--- src/rtl/cpd_pkg.sv ---
`timescale 1ns / 1ps

package cpd_pkg;

    localparam int LENGTH_BITS = 16;

    // Largest length the length counters can represent
    localparam logic [16:0] LENGTH_LIMIT = 17'((64'd1 << LENGTH_BITS) - 64'd1);

    localparam logic [15:0] CRC_POLY      = 16'h8408;
    localparam logic [15:0] CRC_INIT      = 16'hFFFF;
    localparam logic [15:0] MAX_PAYLOAD_RESET = 16'd1024;
    localparam logic [15:0] MIN_LENGTH    = 16'd2;

    typedef enum logic [1:0] {
        PH_TAG    = 2'd0,
        PH_LEN_LO = 2'd1,
        PH_LEN_HI = 2'd2,
        PH_DATA   = 2'd3
    } phase_t;

    typedef enum logic [1:0] {
        VERDICT_MID      = 2'd0,
        VERDICT_GOOD     = 2'd1,
        VERDICT_MISMATCH = 2'd2,
        VERDICT_BAD_LEN  = 2'd3
    } verdict_t;

    typedef struct packed {
        logic [7:0]  payload_byte;
        logic [15:0] byte_index;
        logic [7:0]  packet_tag;
        logic [15:0] packet_length;
        verdict_t    verdict;
        logic        frame_end;
    } result_t;

endpackage

--- src/rtl/crc_checked_packet_deframer.sv ---
`timescale 1ns / 1ps

// Channel   Direction  Handshake             Payload
// config    in         cfg_we                cfg_data (max_payload)
// input     in         in_valid / in_stall   rx_byte
// output    out        out_valid / out_stall payload_byte, byte_index, packet_tag,
//                                            packet_length, verdict, frame_end
//
// One item per cycle sustained while out_stall is low; each result is registered in the output
// register when its item steps from the input register through frame logic with byte-wide CRC.
// Header bytes give no result, except a bad length, reported on the last header byte.
// Reset clears the frame state and sets max_payload to 1024; no clearing pass.
// out_stall holds the output register, and the input register fills one more item
// before in_stall rises.
module crc_checked_packet_deframer
(
    input  logic        clk,
    input  logic        rst_n,

    input  logic        cfg_we,
    input  logic [15:0] cfg_data,

    input  logic        in_valid,
    output logic        in_stall,
    input  logic [7:0]  rx_byte,

    output logic        out_valid,
    input  logic        out_stall,
    output logic [7:0]  payload_byte,
    output logic [15:0] byte_index,
    output logic [7:0]  packet_tag,
    output logic [15:0] packet_length,
    output logic [1:0]  verdict,
    output logic        frame_end
);

    logic [15:0]      max_payload_reg;
    logic             in_valid_reg;
    logic [7:0]       in_byte_reg;
    logic             out_valid_reg;
    cpd_pkg::result_t out_reg;

    logic             advance;
    logic             step;
    logic             res_valid;
    cpd_pkg::result_t res;

    assign advance  = !out_valid_reg || !out_stall;
    assign step     = in_valid_reg && advance;
    assign in_stall = in_valid_reg && !advance;

    always_ff @(posedge clk or negedge rst_n)
    begin
        if (!rst_n)
        begin
            max_payload_reg <= cpd_pkg::MAX_PAYLOAD_RESET;
        end
        else if (cfg_we)
        begin
            max_payload_reg <= cfg_data;
        end
    end

    always_ff @(posedge clk or negedge rst_n)
    begin
        if (!rst_n)
        begin
            in_valid_reg <= 1'b0;
        end
        else if (!in_stall)
        begin
            in_valid_reg <= in_valid;
        end
    end

    always_ff @(posedge clk)
    begin
        if (in_valid && !in_stall)
        begin
            in_byte_reg <= rx_byte;
        end
    end

    cpd_parser u_parser
    (
        .clk         (clk),
        .rst_n       (rst_n),
        .step        (step),
        .data        (in_byte_reg),
        .max_payload (max_payload_reg),
        .res_valid   (res_valid),
        .res         (res)
    );

    always_ff @(posedge clk or negedge rst_n)
    begin
        if (!rst_n)
        begin
            out_valid_reg <= 1'b0;
        end
        else if (advance)
        begin
            out_valid_reg <= step && res_valid;
        end
    end

    always_ff @(posedge clk)
    begin
        if (step && res_valid)
        begin
            out_reg <= res;
        end
    end

    assign out_valid     = out_valid_reg;
    assign payload_byte  = out_reg.payload_byte;
    assign byte_index    = out_reg.byte_index;
    assign packet_tag    = out_reg.packet_tag;
    assign packet_length = out_reg.packet_length;
    assign verdict       = out_reg.verdict;
    assign frame_end     = out_reg.frame_end;

    a_bad_len_zeroed: assert property (@(posedge clk) disable iff (!rst_n)
        out_valid && verdict == cpd_pkg::VERDICT_BAD_LEN
        |-> payload_byte == 8'h00 && byte_index == 16'h0000)
        else $error("bad-length item carries payload data");

    a_no_step_when_blocked: assert property (@(posedge clk) disable iff (!rst_n)
        out_valid_reg && out_stall |-> !step)
        else $error("frame state advanced while output held");

    a_input_held: assert property (@(posedge clk) disable iff (!rst_n)
        in_valid_reg && !advance |=> in_valid_reg)
        else $error("buffered input item dropped");

endmodule

--- src/rtl/cpd_crc_byte.sv ---
`timescale 1ns / 1ps

// One byte of reflected CRC-16, all eight bit steps unrolled.
module cpd_crc_byte
(
    input  logic [15:0] crc_in,
    input  logic [7:0]  data,
    output logic [15:0] crc_out
);

    always_comb
    begin
        logic [15:0] c;
        c = crc_in ^ {8'h00, data};
        for (int k = 0; k < 8; k++)
        begin
            if (c[0])
            begin
                c = (c >> 1) ^ cpd_pkg::CRC_POLY;
            end
            else
            begin
                c = c >> 1;
            end
        end
        crc_out = c;
    end

endmodule

--- src/rtl/cpd_parser.sv ---
`timescale 1ns / 1ps

// Frame state and per-item result. State advances on step.
module cpd_parser
(
    input  logic              clk,
    input  logic              rst_n,
    input  logic              step,
    input  logic [7:0]        data,
    input  logic [15:0]       max_payload,
    output logic              res_valid,
    output cpd_pkg::result_t  res
);

    cpd_pkg::phase_t phase_reg, phase_next;
    logic [7:0]  tag_reg, tag_next;
    logic [15:0] length_reg, length_next;
    logic [15:0] seen_reg, seen_next;
    logic [15:0] crc_reg, crc_next;
    logic [7:0]  trailer_reg, trailer_next;

    logic [15:0] crc_upd;
    logic [15:0] len_full;
    logic [16:0] idx_plus2;
    logic        bad_len;

    cpd_crc_byte u_crc
    (
        .crc_in  (crc_reg),
        .data    (data),
        .crc_out (crc_upd)
    );

    assign len_full  = {data, length_reg[7:0]};
    assign idx_plus2 = {1'b0, seen_reg} + 17'd2;
    assign bad_len   = (len_full < cpd_pkg::MIN_LENGTH) || (len_full > max_payload)
                       || ({1'b0, len_full} > cpd_pkg::LENGTH_LIMIT);

    always_ff @(posedge clk or negedge rst_n)
    begin
        if (!rst_n)
        begin
            phase_reg   <= cpd_pkg::PH_TAG;
            tag_reg     <= 8'h00;
            length_reg  <= 16'h0000;
            seen_reg    <= 16'h0000;
            crc_reg     <= cpd_pkg::CRC_INIT;
            trailer_reg <= 8'h00;
        end
        else if (step)
        begin
            phase_reg   <= phase_next;
            tag_reg     <= tag_next;
            length_reg  <= length_next;
            seen_reg    <= seen_next;
            crc_reg     <= crc_next;
            trailer_reg <= trailer_next;
        end
    end

    always_comb
    begin
        phase_next   = phase_reg;
        tag_next     = tag_reg;
        length_next  = length_reg;
        seen_next    = seen_reg;
        crc_next     = crc_reg;
        trailer_next = trailer_reg;

        res_valid         = 1'b0;
        res.payload_byte  = data;
        res.byte_index    = seen_reg;
        res.packet_tag    = tag_reg;
        res.packet_length = length_reg;
        res.verdict       = cpd_pkg::VERDICT_MID;
        res.frame_end     = 1'b0;

        unique case (phase_reg)
            cpd_pkg::PH_TAG:
            begin
                tag_next     = data;
                length_next  = 16'h0000;
                seen_next    = 16'h0000;
                crc_next     = cpd_pkg::CRC_INIT;
                trailer_next = 8'h00;
                phase_next   = cpd_pkg::PH_LEN_LO;
            end
            cpd_pkg::PH_LEN_LO:
            begin
                length_next = {8'h00, data};
                phase_next  = cpd_pkg::PH_LEN_HI;
            end
            cpd_pkg::PH_LEN_HI:
            begin
                length_next = len_full;
                if (bad_len)
                begin
                    phase_next        = cpd_pkg::PH_TAG;
                    res_valid         = 1'b1;
                    res.payload_byte  = 8'h00;
                    res.byte_index    = 16'h0000;
                    res.packet_length = len_full;
                    res.verdict       = cpd_pkg::VERDICT_BAD_LEN;
                    res.frame_end     = 1'b1;
                end
                else
                begin
                    seen_next  = 16'h0000;
                    phase_next = cpd_pkg::PH_DATA;
                end
            end
            cpd_pkg::PH_DATA:
            begin
                res_valid = 1'b1;
                if (idx_plus2 < {1'b0, length_reg})
                begin
                    crc_next  = crc_upd;
                    seen_next = seen_reg + 16'd1;
                end
                else if (idx_plus2 == {1'b0, length_reg})
                begin
                    trailer_next = data;
                    seen_next    = seen_reg + 16'd1;
                end
                else
                begin
                    // last trailer byte closes the frame
                    phase_next    = cpd_pkg::PH_TAG;
                    res.frame_end = 1'b1;
                    res.verdict   = ((~crc_reg) == {data, trailer_reg})
                                    ? cpd_pkg::VERDICT_GOOD : cpd_pkg::VERDICT_MISMATCH;
                end
            end
            default:
            begin
                phase_next = cpd_pkg::PH_TAG;
            end
        endcase
    end

    a_index_in_range: assert property (@(posedge clk) disable iff (!rst_n)
        step && phase_reg == cpd_pkg::PH_DATA |-> seen_reg < length_reg)
        else $error("payload index ran past header length");

    a_end_returns_to_tag: assert property (@(posedge clk) disable iff (!rst_n)
        step && res_valid && res.frame_end |=> phase_reg == cpd_pkg::PH_TAG)
        else $error("frame closed without returning to tag wait");

    a_data_length_ok: assert property (@(posedge clk) disable iff (!rst_n)
        phase_reg == cpd_pkg::PH_DATA |-> length_reg >= cpd_pkg::MIN_LENGTH)
        else $error("payload phase entered with short length");

    a_end_matches_verdict: assert property (@(posedge clk) disable iff (!rst_n)
        res_valid |-> (res.frame_end == (res.verdict != cpd_pkg::VERDICT_MID)))
        else $error("frame_end and verdict disagree");

endmodule
--- config.mk ---
export PLATFORM = sky130hd
export DESIGN_NAME = crc_checked_packet_deframer
export DESIGN_NICKNAME = d
export VERILOG_FILES = /design/src/rtl/cpd_pkg.sv /design/src/rtl/crc_checked_packet_deframer.sv /design/src/rtl/cpd_crc_byte.sv /design/src/rtl/cpd_parser.sv
export SDC_FILE = /design/constraint.sdc
export NUM_CORES = 1
export LEC_CHECK = 0
export BUFFER_PORTS_ARGS = -buffer_cell sky130_fd_sc_hd__buf_2
export CAP_MARGIN = 20
export CORE_MARGIN = 4
export CORE_UTILIZATION = 40
export DETAILED_ROUTE_END_ITERATION = 16
export HOLD_SLACK_MARGIN = 0.12
export PLACE_DENSITY = 0.54
export SLEW_MARGIN = 20
export SYNTH_ARGS = -nofsm -noshare
export SYNTH_HDL_FRONTEND = slang
export SYNTH_SLANG_ARGS = --single-unit
--- constraint.sdc ---
create_clock -name clk -period 7.6 [get_ports clk]
set_clock_uncertainty 0.05 [all_clocks]
set_input_delay 1.52 -clock clk [delete_from_list [all_inputs] [get_ports clk]]
set_output_delay 1.52 -clock clk [all_outputs]
set_load 0.05 [all_outputs]
==> results of run 1 <==
-- cells in the mapped netlist, types with 2 or more instances --
cell / instances
clkbuf_1: 17
nor4_1: 8
dfstp_2: 17
o31ai_1: 9
a2bb2oi_1: 11
o32a_1: 5
inv_1: 39
and2_1: 27
o21ai_1: 2
o21ai_0: 50
o211ai_1: 4
or3_1: 3
mux2_2: 17
a31oi_1: 2
and3_1: 6
dfrtp_1: 67
nand4_1: 18
ha_1: 39
a21oi_1: 16
buf_2: 15
o41ai_1: 2
edfxtp_1: 59
xnor2_1: 41
nand2_1: 73
nand3_1: 23
nor2b_1: 2
nor3_1: 5
a211o_1: 2
xor2_1: 12
a21o_1: 12
nor2_1: 12
-- per-layer routing --
metal  global-route usage (%)  up-vias  part of all wire (%)
met5                        0        -                     0
met4                     6.01        0                   1.9
met3                     4.55       23                   5.5
met2                     28.3      140                    47
met1                     24.4     2534                    46
li1                         -     2413                     -
-- worst max-delay path, delay by kind of cell (launching register included) --
| kind | cells | cell delay, ps |
|---|---|---|
| AOI/OAI and AO/OA | 3 | 1410 |
| adders and majority gates | 1 | 440 |
| buffers and inverters | 2 | 880 |
| DFF | 1 | 680 |
| and+or+nand+nor | 1 | 200 |
-- power groups by stage --
stage / Clock [µW] / Sequential [µW] / Combinational [µW]
6_report: 914 / 1280 / 1480
5_1_grt: 969 / 1310 / 1610
4_1_cts: 935 / 1280 / 1490
3_5_place_dp: 0 / 1290 / 1480
3_3_place_gp: 0 / 1290 / 1450
2_1_floorplan: 0 / 1510 / 868
-- worst paths after layout --
kind	endpoint	slack (ps)	cells past startpoint
worst max-delay path	payload_byte[0]	3510	7
worst min-delay path	packet_tag[1]	390	0
worst max register to register	payload_byte[0]	3510	7
worst min register to register	packet_tag[1]	390	0
max in group asynchronous	u_parser.length_reg[11]	5400	2
min in group asynchronous	max_payload_reg[3]	920	1
-- per-stage QoR --
step	total power [µW]	utilization [%]	hold WS (ps)	cell area (µm²)	std cells
2_1_floorplan	2380	-	369	7130	637
3_3_place_gp	2730	44.5	376	7730	914
3_5_place_dp	2770	44.5	382	7730	914
4_1_cts	3700	48.2	391	8370	946
5_1_grt	3890	48.3	407	8380	946
6_report	3680	48.3	391	8380	946
-- final cells by class --
cell class / count / area (µm²) / share of cell area (%)
Clock inverter: 14 / 214 / 2.55
Multi-Input combinational cell: 421 / 2960 / 35.4
Sequential cell: 143 / 3890 / 46.5
Clock buffer: 18 / 429 / 5.12
Inverter: 39 / 146 / 1.75
Tap cell: 225 / 282 / 3.36
Timing Repair Buffer: 86 / 445 / 5.32
-- logic make-up (layout without fill, tap and decap cells) --
kind of cell | count (synthesis) | in the layout | share of synthesized area (%)
DFF | 143 | 143 | 54.7
and+or+nand+nor | 186 | 186 | 13.4
AOI/OAI and AO/OA | 126 | 126 | 11.7
buffers and inverters | 73 | 157 | 4.23
xor gates and xnor gates | 53 | 53 | 6.51
muxes | 17 | 17 | 2.69
adders and majority gates | 39 | 39 | 6.85
-- layout by cell type (no fill, tap or decap), types with 5 or more instances in the layout --
| cell | n |
|---|---|
| buf_2 | 80 |
| nand2_1 | 73 |
| dfrtp_1 | 67 |
| edfxtp_1 | 59 |
| o21ai_0 | 50 |
| xnor2_1 | 41 |
| inv_1 | 39 |
| ha_1 | 39 |
| and2_1 | 27 |
| nand3_1 | 23 |
| nand4_1 | 18 |
| mux2_2 | 17 |
| clkbuf_16 | 17 |
| dfstp_2 | 17 |
| a21oi_1 | 15 |
| a21o_1 | 12 |
| nor2_1 | 12 |
| xor2_1 | 12 |
| a2bb2oi_1 | 11 |
| o31ai_1 | 9 |
| nor4_1 | 8 |
| and3_1 | 6 |
| buf_4 | 6 |
| nor3_1 | 5 |
| o32a_1 | 5 |
| bufinv_16 | 5 |
==> metrics, run 1 <==
io pins=82; maximum VDD drop=0.199 mV; Placer Congestion=0.836; H-Tree Depth=4; clock share of power=24.9%; Initial Util=41.1%; core box area=17400 µm²; crit path kind=flop to flop; fin. max-slew vios=0; share of the synthesized area in the top cell type=24.9%; final worst setup slack=3510 ps; top_reg_cell synth=dfrtp_1; RSZ-0062 raised after global routing=false; Max Buffers Root-to-Sink=2; Flop pwr share=34.8%; relative slew slack=33.2%; CTS tree=done; die area=20000 µm²; final wirelength=17300 µm; Syn Nets=705; Post-CTS Resized=0; drt pass-1 iters=4; Peak Freq=244 MHz; startpoint types=flop; 1st-iter DRT viols=340; ANT nets after route=0; critical path launch point=in_byte_reg[6]; Root Buffer=clkbuf_16; r2r startpoint=in_byte_reg[6]; Fill cells=1566; Max-Cap Viols=0; YS warnings=0; Net Switching=1490 µW; DR vias/cell=5.40; synth top area cells=edfxtp_1 25%, dfrtp_1 24%, ha_1 6.8%; Arr. time, crit path=4100 ps; initial antenna violation count=0; Async SR Flop Fraction=58.7%; IO buf count=81; first-pass GRT wire length=28100 µm; Leak Pwr=0.00360 µW; Int Pwr=2190 µW; final setup fails=0; Clock Sinks=143; Reg clk slew, reported paths=60 ps; post-synth cell types=53; slowest library cell on the worst path=a2111oi_0; CP most frequent cell=buf_4; status=completed; # Post-CTS Setup Buffers=0; syn avg cell area=11.2 µm²; Total GRT Usage=18.0%; total CTS buffers=17; share of cells above drive strength 1=22.2%; insertion delay to the later sink of the worst-skew pair=420 ps; NumNets Final=776; HP Start=u_parser.tag_reg[1]; Hold Crit Class=flop to flop; Worst EP required=7610 ps; endpoints failing hold=0; drc violations=0; leading area contributor after synthesis=edfxtp_1; final worst-path cycle share=53.8%; post-cts hold buffer count=0; row count=48; n_diodes=0; Sw Ratio=40.5%; Syn Inst Count=637; Die Span X=141 µm; GR Overflow Total=0; worst slack, placed=3300 ps; Final min period=4090 ps; Tightest Pin Transition=977 ps; Crit path largest cell delay=910 ps; Area growth syn-to-layout=17.5%; wire length per cell=18.3 µm; Fin Setup TNS=0 ps; Logic pwr share=40.3%; number of synthesized flops with an enable pin=59; CP endpoint kind=flop; number of global-route vias before repair=5230; sequential area share after synthesis=54.7%; detailed placement HPWL=11800 µm; Die Y=141 µm; largest net degree at the start of global routing=66; Synth Register Bits=143; PD cells=439 nW/µm²; cell area after synthesis=7130 µm²; number of vias in the routed layout=5110; CP Max Fanout=44; CP cell instances=ha_1 -> nand4_1 -> a2111oi_0 -> o311ai_4 -> buf_4 -> a21oi_4 -> buf_4
(Power assumes the default switching activity.)
==> run 2: changes to the inputs <==
--- a/config.mk
+++ b/config.mk
@@ -11,7 +11,7 @@
 export CORE_UTILIZATION = 40
 export DETAILED_ROUTE_END_ITERATION = 16
 export HOLD_SLACK_MARGIN = 0.12
-export PLACE_DENSITY = 0.54
+export PLACE_DENSITY = 0.56
 export SLEW_MARGIN = 20
 export SYNTH_ARGS = -nofsm -noshare
 export SYNTH_HDL_FRONTEND = slang
==> constraint.sdc (replaced) <==
create_clock -name clk -period 3.45 [get_ports clk]
set_clock_uncertainty 0.05 [all_clocks]
set_input_delay 0.69 -clock clk [delete_from_list [all_inputs] [get_ports clk]]
set_output_delay 0.69 -clock clk [all_outputs]
set_load 0.05 [all_outputs]
==> metrics, run 2 (same netlist as run 1, synthesis figures left out) <==
ANT nets after route=0 (unchanged); share of cells above drive strength 1=26.1% (+3.9 points); final worst-path cycle share=96.1% (+42 points); relative slew slack=47.0% (+14 points); WHS=286 ps (-106 ps); Worst EP required=3710 ps (-3900 ps); commonest non-fill, non-tap cell in the layout=buf_2; post-cts hold buffer count=0 (unchanged); initial antenna violation count=0 (unchanged); 1st-iter DRT viols=335 (-1.5%); crit path kind=flop to flop; largest net degree at the start of global routing=85 (+29%); Worst R2R Setup Slack=130 ps (-3380 ps); die area=20000 µm² (unchanged); Peak Freq=302 MHz (+23%); Tightest Pin Transition=795 ps (-182 ps); final setup fails=0 (unchanged); startpoint types=flop; Max-Cap Viols=0 (unchanged); NumNets Final=805 (+3.7%); Pwr Total=8150 µW (+120%); Logic pwr share=43.6% (+3.3 points); DR vias/cell=5.28 (-2.3%); Int Pwr=4840 µW (+120%); Root Buffer=clkbuf_16; Leak Pwr=0.00372 µW (+3.5%); worst slack, placed=-52.7 ps (-3350 ps); Final min period=3320 ps (-775 ps); detailed placement HPWL=12100 µm (+2.3%); Placer Congestion=0.890 (+6.5%); status=completed; H-Tree Depth=4 (unchanged); r2r endpoint=u_parser.seen_reg[14]; Area growth syn-to-layout=20.7%; CTS tree=done; Sw Ratio=40.7% (+0.12 points); CP Max Fanout=11 (-75%); Final Util=49.5% (+1.3 points); drt pass-1 iters=4 (unchanged); PD cells=948 nW/µm² (+120%); drc violations=0 (unchanged); n_diodes=0 (unchanged); clock share of power=22.7% (-2.2 points); core box area=17400 µm² (unchanged); maximum VDD drop=0.512 mV (+160%); io pins=82 (unchanged); Reg clk slew, reported paths=60 ps (about the same); Hold Crit Class=input pin to async pin; RSZ-0062 raised after global routing=true; IO buf count=81 (unchanged); first-pass GRT wire length=28100 µm (about the same); Initial Util=41.1% (unchanged); Clock Sinks=143 (unchanged); Total GRT Usage=18.0% (about the same); number of vias in the routed layout=5147 (+0.72%); fin. max-slew vios=0 (unchanged); wire length per cell=17.7 µm (-3.3%); worst-case reg-to-reg path depth=14 (+7); endpoints failing hold=0 (unchanged); Die Span X=141 µm (unchanged); Die Y=141 µm (unchanged); Flop pwr share=33.7% (-1.1 points); Net Switching=3320 µW (+120%); total CTS buffers=17 (unchanged); final worst setup slack=134 ps (-3380 ps); most frequent cells in the layout=80 x buf_2, 73 x nand2_1, 66 x dfrtp_1, 59 x edfxtp_1, 49 x o21ai_0; CP endpoint kind=flop; Max Buffers Root-to-Sink=2 (unchanged); insertion delay to the later sink of the worst-skew pair=430 ps (about the same); row count=48 (unchanged); number of global-route vias before repair=5276 (+0.88%); final wirelength=17200 µm (-0.34%); GR Overflow Total=0 (unchanged); Arr. time, crit path=3570 ps (-530 ps); r2r startpoint=u_parser.seen_reg[5]
-- run 2: cell types whose count changed in the layout (fill, tap and decap cells not counted), sizes merged --
| cell | previous run | this run |
|---|---|---|
| or2 | 1 | 2 |
| inv | 41 | 40 |
| bufinv | 5 | 3 |
| buf | 86 | 114 |
| clkinv | 5 | 8 |
-- run 2: how the worst max path moves through the flow --
stage / startpoint / endpoint / slack (ps) / cells past startpoint
CTS: u_parser.seen_reg[5] / u_parser.seen_reg[14] / 20 / 14
global route: u_parser.seen_reg[3] / u_parser.seen_reg[15] / -30 / 13
floorplan: u_parser.seen_reg[2] / u_parser.seen_reg[14] / 70 / 14
finish: u_parser.seen_reg[5] / u_parser.seen_reg[14] / 130 / 14
global placement: u_parser.seen_reg[4] / u_parser.crc_reg[8] / 80 / 12
detailed placement: u_parser.seen_reg[4] / u_parser.crc_reg[5] / -50 / 12
-- run 2: critical path, stage by stage (launching register included) --
cell	delay (ps)
dfrtp_1	350
and3_4	220
and3_4	220
and3_4	200
nand3_1	90
xnor2_1	170
ha_1	320
nand3_1	120
or3_4	390
a21o_1	160
o211a_2	180
o2111ai_1	210
buf_4	230
nor3_1	70
a211o_1	230
-- run 2: cell type report --
| type | count | area [µm²] |
|---|---|---|
| Fill cell | 1587 | 8760 |
| Sequential cell | 143 | 3900 |
| Multi-Input combinational cell | 422 | 3000 |
| Timing Repair Buffer | 114 | 676 |
| Clock buffer | 18 | 429 |
| Tap cell | 225 | 282 |
| Clock inverter | 14 | 168 |
| Inverter | 39 | 146 |
-- run 2: power by group through the flow --
stage | combinational [µW] | sequential (µW) | clock [µW]
floorplan | 1920 | 3310 | 0
global placement | 3380 | 2750 | 0
detailed placement | 3460 | 2770 | 0
CTS | 3490 | 2750 | 1890
global route | 3880 | 2810 | 1980
finish | 3550 | 2750 | 1850
-- run 2: timing repair --
action                     in CTS  in global routing
pin swaps                       0                  4
buffers inserted                0                  1
gates cloned                    0                  1
setup endpoints to repair      12                 43
resized for setup               2                 11
-- run 2: metal layers --
metal	vias up	GRT usage, %	wire, µm
li1	2474	-	-
met1	2534	24.0	7840
met3	20	5.33	1040
met4	0	5.61	282
met2	119	28.5	8060
met5	-	0	0
-- run 2: metrics by stage --
stage          cells  instance area [µm²]  TNS [ps]
2_1_floorplan    637                 7140         0
3_3_place_gp     941                 7940         0
3_5_place_dp     941                 7940      -274
4_1_cts          973                 8550         0
5_1_grt          975                 8600      -160
6_report         975                 8600         0
==> run 3: changes to the inputs <==
--- a/config.mk
+++ b/config.mk
@@ -7,7 +7,6 @@
 export LEC_CHECK = 0
 export BUFFER_PORTS_ARGS = -buffer_cell sky130_fd_sc_hd__buf_2
 export CAP_MARGIN = 20
-export CORE_MARGIN = 4
 export CORE_UTILIZATION = 40
 export DETAILED_ROUTE_END_ITERATION = 16
 export HOLD_SLACK_MARGIN = 0.12
==> metrics, run 3 (same netlist as run 1, synthesis figures left out) <==
status=completed; Placer Congestion=0.896 (+0.67%); maximum VDD drop=0.519 mV (+1.4%); Peak Freq=297 MHz (-1.4%); most frequent cells in the layout=81 x buf_2, 71 x nand2_1, 66 x dfrtp_1, 59 x edfxtp_1, 50 x o21ai_0; 1st-iter DRT viols=250 (-25%); WP buf/inv=3 (+2); H-Tree Depth=4 (unchanged); Die Y=135 µm (-4.2%); Max-Cap Viols=0 (unchanged); DR vias/cell=5.24 (-0.78%); drt pass-1 iters=4 (unchanged); Initial Util=41.1% (unchanged); fin. max-slew vios=0 (unchanged); largest net degree at the start of global routing=85 (unchanged); Crit path largest cell delay=380 ps (about the same); insertion delay to the later sink of the worst-skew pair=430 ps (about the same); final wirelength=17200 µm (-0.38%); CP Max Fanout=6 (-5); Logic pwr share=44.1% (+0.5 points); Die Span X=135 µm (-4.2%); detailed placement HPWL=11900 µm (-1.8%); PD cells=955 nW/µm² (+0.75%); io pins=82 (unchanged); ANT nets after route=0 (unchanged); Net Switching=3330 µW (+0.45%); n_diodes=0 (unchanged); worst slack, placed=-104 ps (-51.7 ps); Worst EP required=3700 ps (about the same); endpoints failing hold=0 (unchanged); first-pass GRT wire length=27500 µm (-2.1%); Final min period=3360 ps (+47.7 ps); Clock Sinks=143 (unchanged); post-cts hold buffer count=0 (unchanged); crit path kind=flop to flop; initial antenna violation count=0 (unchanged); relative slew slack=47.4% (+0.42 points); Sw Ratio=40.0% (-0.68 points); Root Buffer=clkbuf_16; design area=8720 µm² (+1.4%); row count=48 (unchanged); drc violations=0 (unchanged); Tightest Pin Transition=789 ps (-6.29 ps); Leak Pwr=0.00377 µW (+1.2%); number of global-route vias before repair=5316 (+0.76%); Flop pwr share=33.0% (-0.7 points); final worst-path cycle share=97.5% (+1.4 points); Final Instance Count excl. Fillers=980 (+0.51%); Fin Setup TNS=0 ps (unchanged); Hold Crit Class=input pin to async pin; Reg clk slew, reported paths=60 ps (about the same); Final Util=50.2% (+0.70 points); share of cells above drive strength 1=27.4% (+1.3 points); startpoint types=flop; die area=18400 µm² (-8.3%); Arr. time, crit path=3620 ps (+50 ps); worst-case reg-to-reg path depth=16 (+2); Max Buffers Root-to-Sink=2 (unchanged); CTS tree=done; NumNets Final=810 (+0.62%); final worst setup slack=86.0 ps (-47.7 ps); CP delay by family, top=simple AND/OR/NAND/NOR gates; CP endpoint kind=flop; IO buf count=81 (unchanged); clock share of power=22.9% (+0.2 points); Placed Cells=942 (+0.11%); GR Overflow Total=0 (unchanged); Post-DP Area=7950 µm² (about the same); commonest non-fill, non-tap cell in the layout=buf_2; critical path depth=16 (+2); slowest library cell on the worst path=or3_4; Area growth syn-to-layout=22.4%; number of vias in the routed layout=5133 (-0.27%); final setup fails=0 (unchanged); core box area=17400 µm² (unchanged); wire length per cell=17.5 µm (-0.89%); CP cell instances=and3_4 -> and3_4 -> and3_4 -> nand3_4 -> xnor2_2 -> ha_1 -> nand3_2 -> or3_4 -> a21o_1 -> o211a_4 -> buf_4 -> a211oi_4 -> buf_4 -> buf_4 -> o31ai_1 -> o41ai_1; total CTS buffers=17 (unchanged); Int Pwr=5000 µW (+3.3%); Total GRT Usage=20.0% (+2.0 points)
## run 3: worst paths after layout
path / startpoint / to / slack [ps]
min reg2reg: u_parser.tag_reg[0] / packet_tag[0] / 390
max in group asynchronous: rst_n / u_parser.seen_reg[11] / 2480
max: u_parser.seen_reg[3] / u_parser.seen_reg[8] / 90
min in group clk: rx_byte[6] / in_byte_reg[6] / 390
max reg2reg: u_parser.seen_reg[3] / u_parser.seen_reg[8] / 90
min: rst_n / u_parser.tag_reg[6] / 290
## run 3: power by group through the flow
stage	sequential, µW	combinational, µW	clock (µW)
detailed placement	2780	3440	0
floorplan	3310	1920	0
global route	2810	3990	2020
CTS	2750	3470	1940
global placement	2760	3360	0
finish	2750	3670	1910
## run 3: worst reg2reg max path, cell delays in order (launching register included)
cell      delay (ps)
dfrtp_1          360
and3_4           220
and3_4           190
and3_4           230
nand3_4           90
xnor2_2          160
ha_1             320
nand3_2          100
or3_4            380
a21o_1           180
o211a_4          160
buf_4            140
a211oi_4         210
buf_4            160
buf_4            130
o31ai_1           80
o41ai_1           80
## run 3: layout make-up
| type | count | area (µm²) |
|---|---|---|
| flip-flops and latches | 143 | 3900 |
| repair buffers | 119 | 707 |
| inverters | 39 | 146 |
| fillers | 1571 | 8640 |
| multi-input cells | 422 | 3080 |
| well taps | 225 | 282 |
| clock buffers | 21 | 440 |
| clock inverters | 11 | 165 |
## run 3: stage by stage
stage | hold WS (ps) | total power [µW]
after floorplan | 344 | 5230
after global placement | 376 | 6120
after detailed placement | 382 | 6220
after CTS | 378 | 8160
after global routing | 351 | 8820
final | 291 | 8330
## run 3: routing by layer
metal	share of wire (%)	GRT usage [%]	vias to the layer above	wire, µm
met1	47	26.1	2524	8040
li1	-	-	2478	-
met4	1.7	7.43	0	295
met5	0	0	-	0
met3	4.5	4.94	21	767
met2	47	32.0	110	8050
## run 3: repair_timing
action,CTS,global route
pin swaps,0,11
cloned,0,2
resized for setup,1,24
endpoints found under the setup margin,11,42
setup buffers,0,4
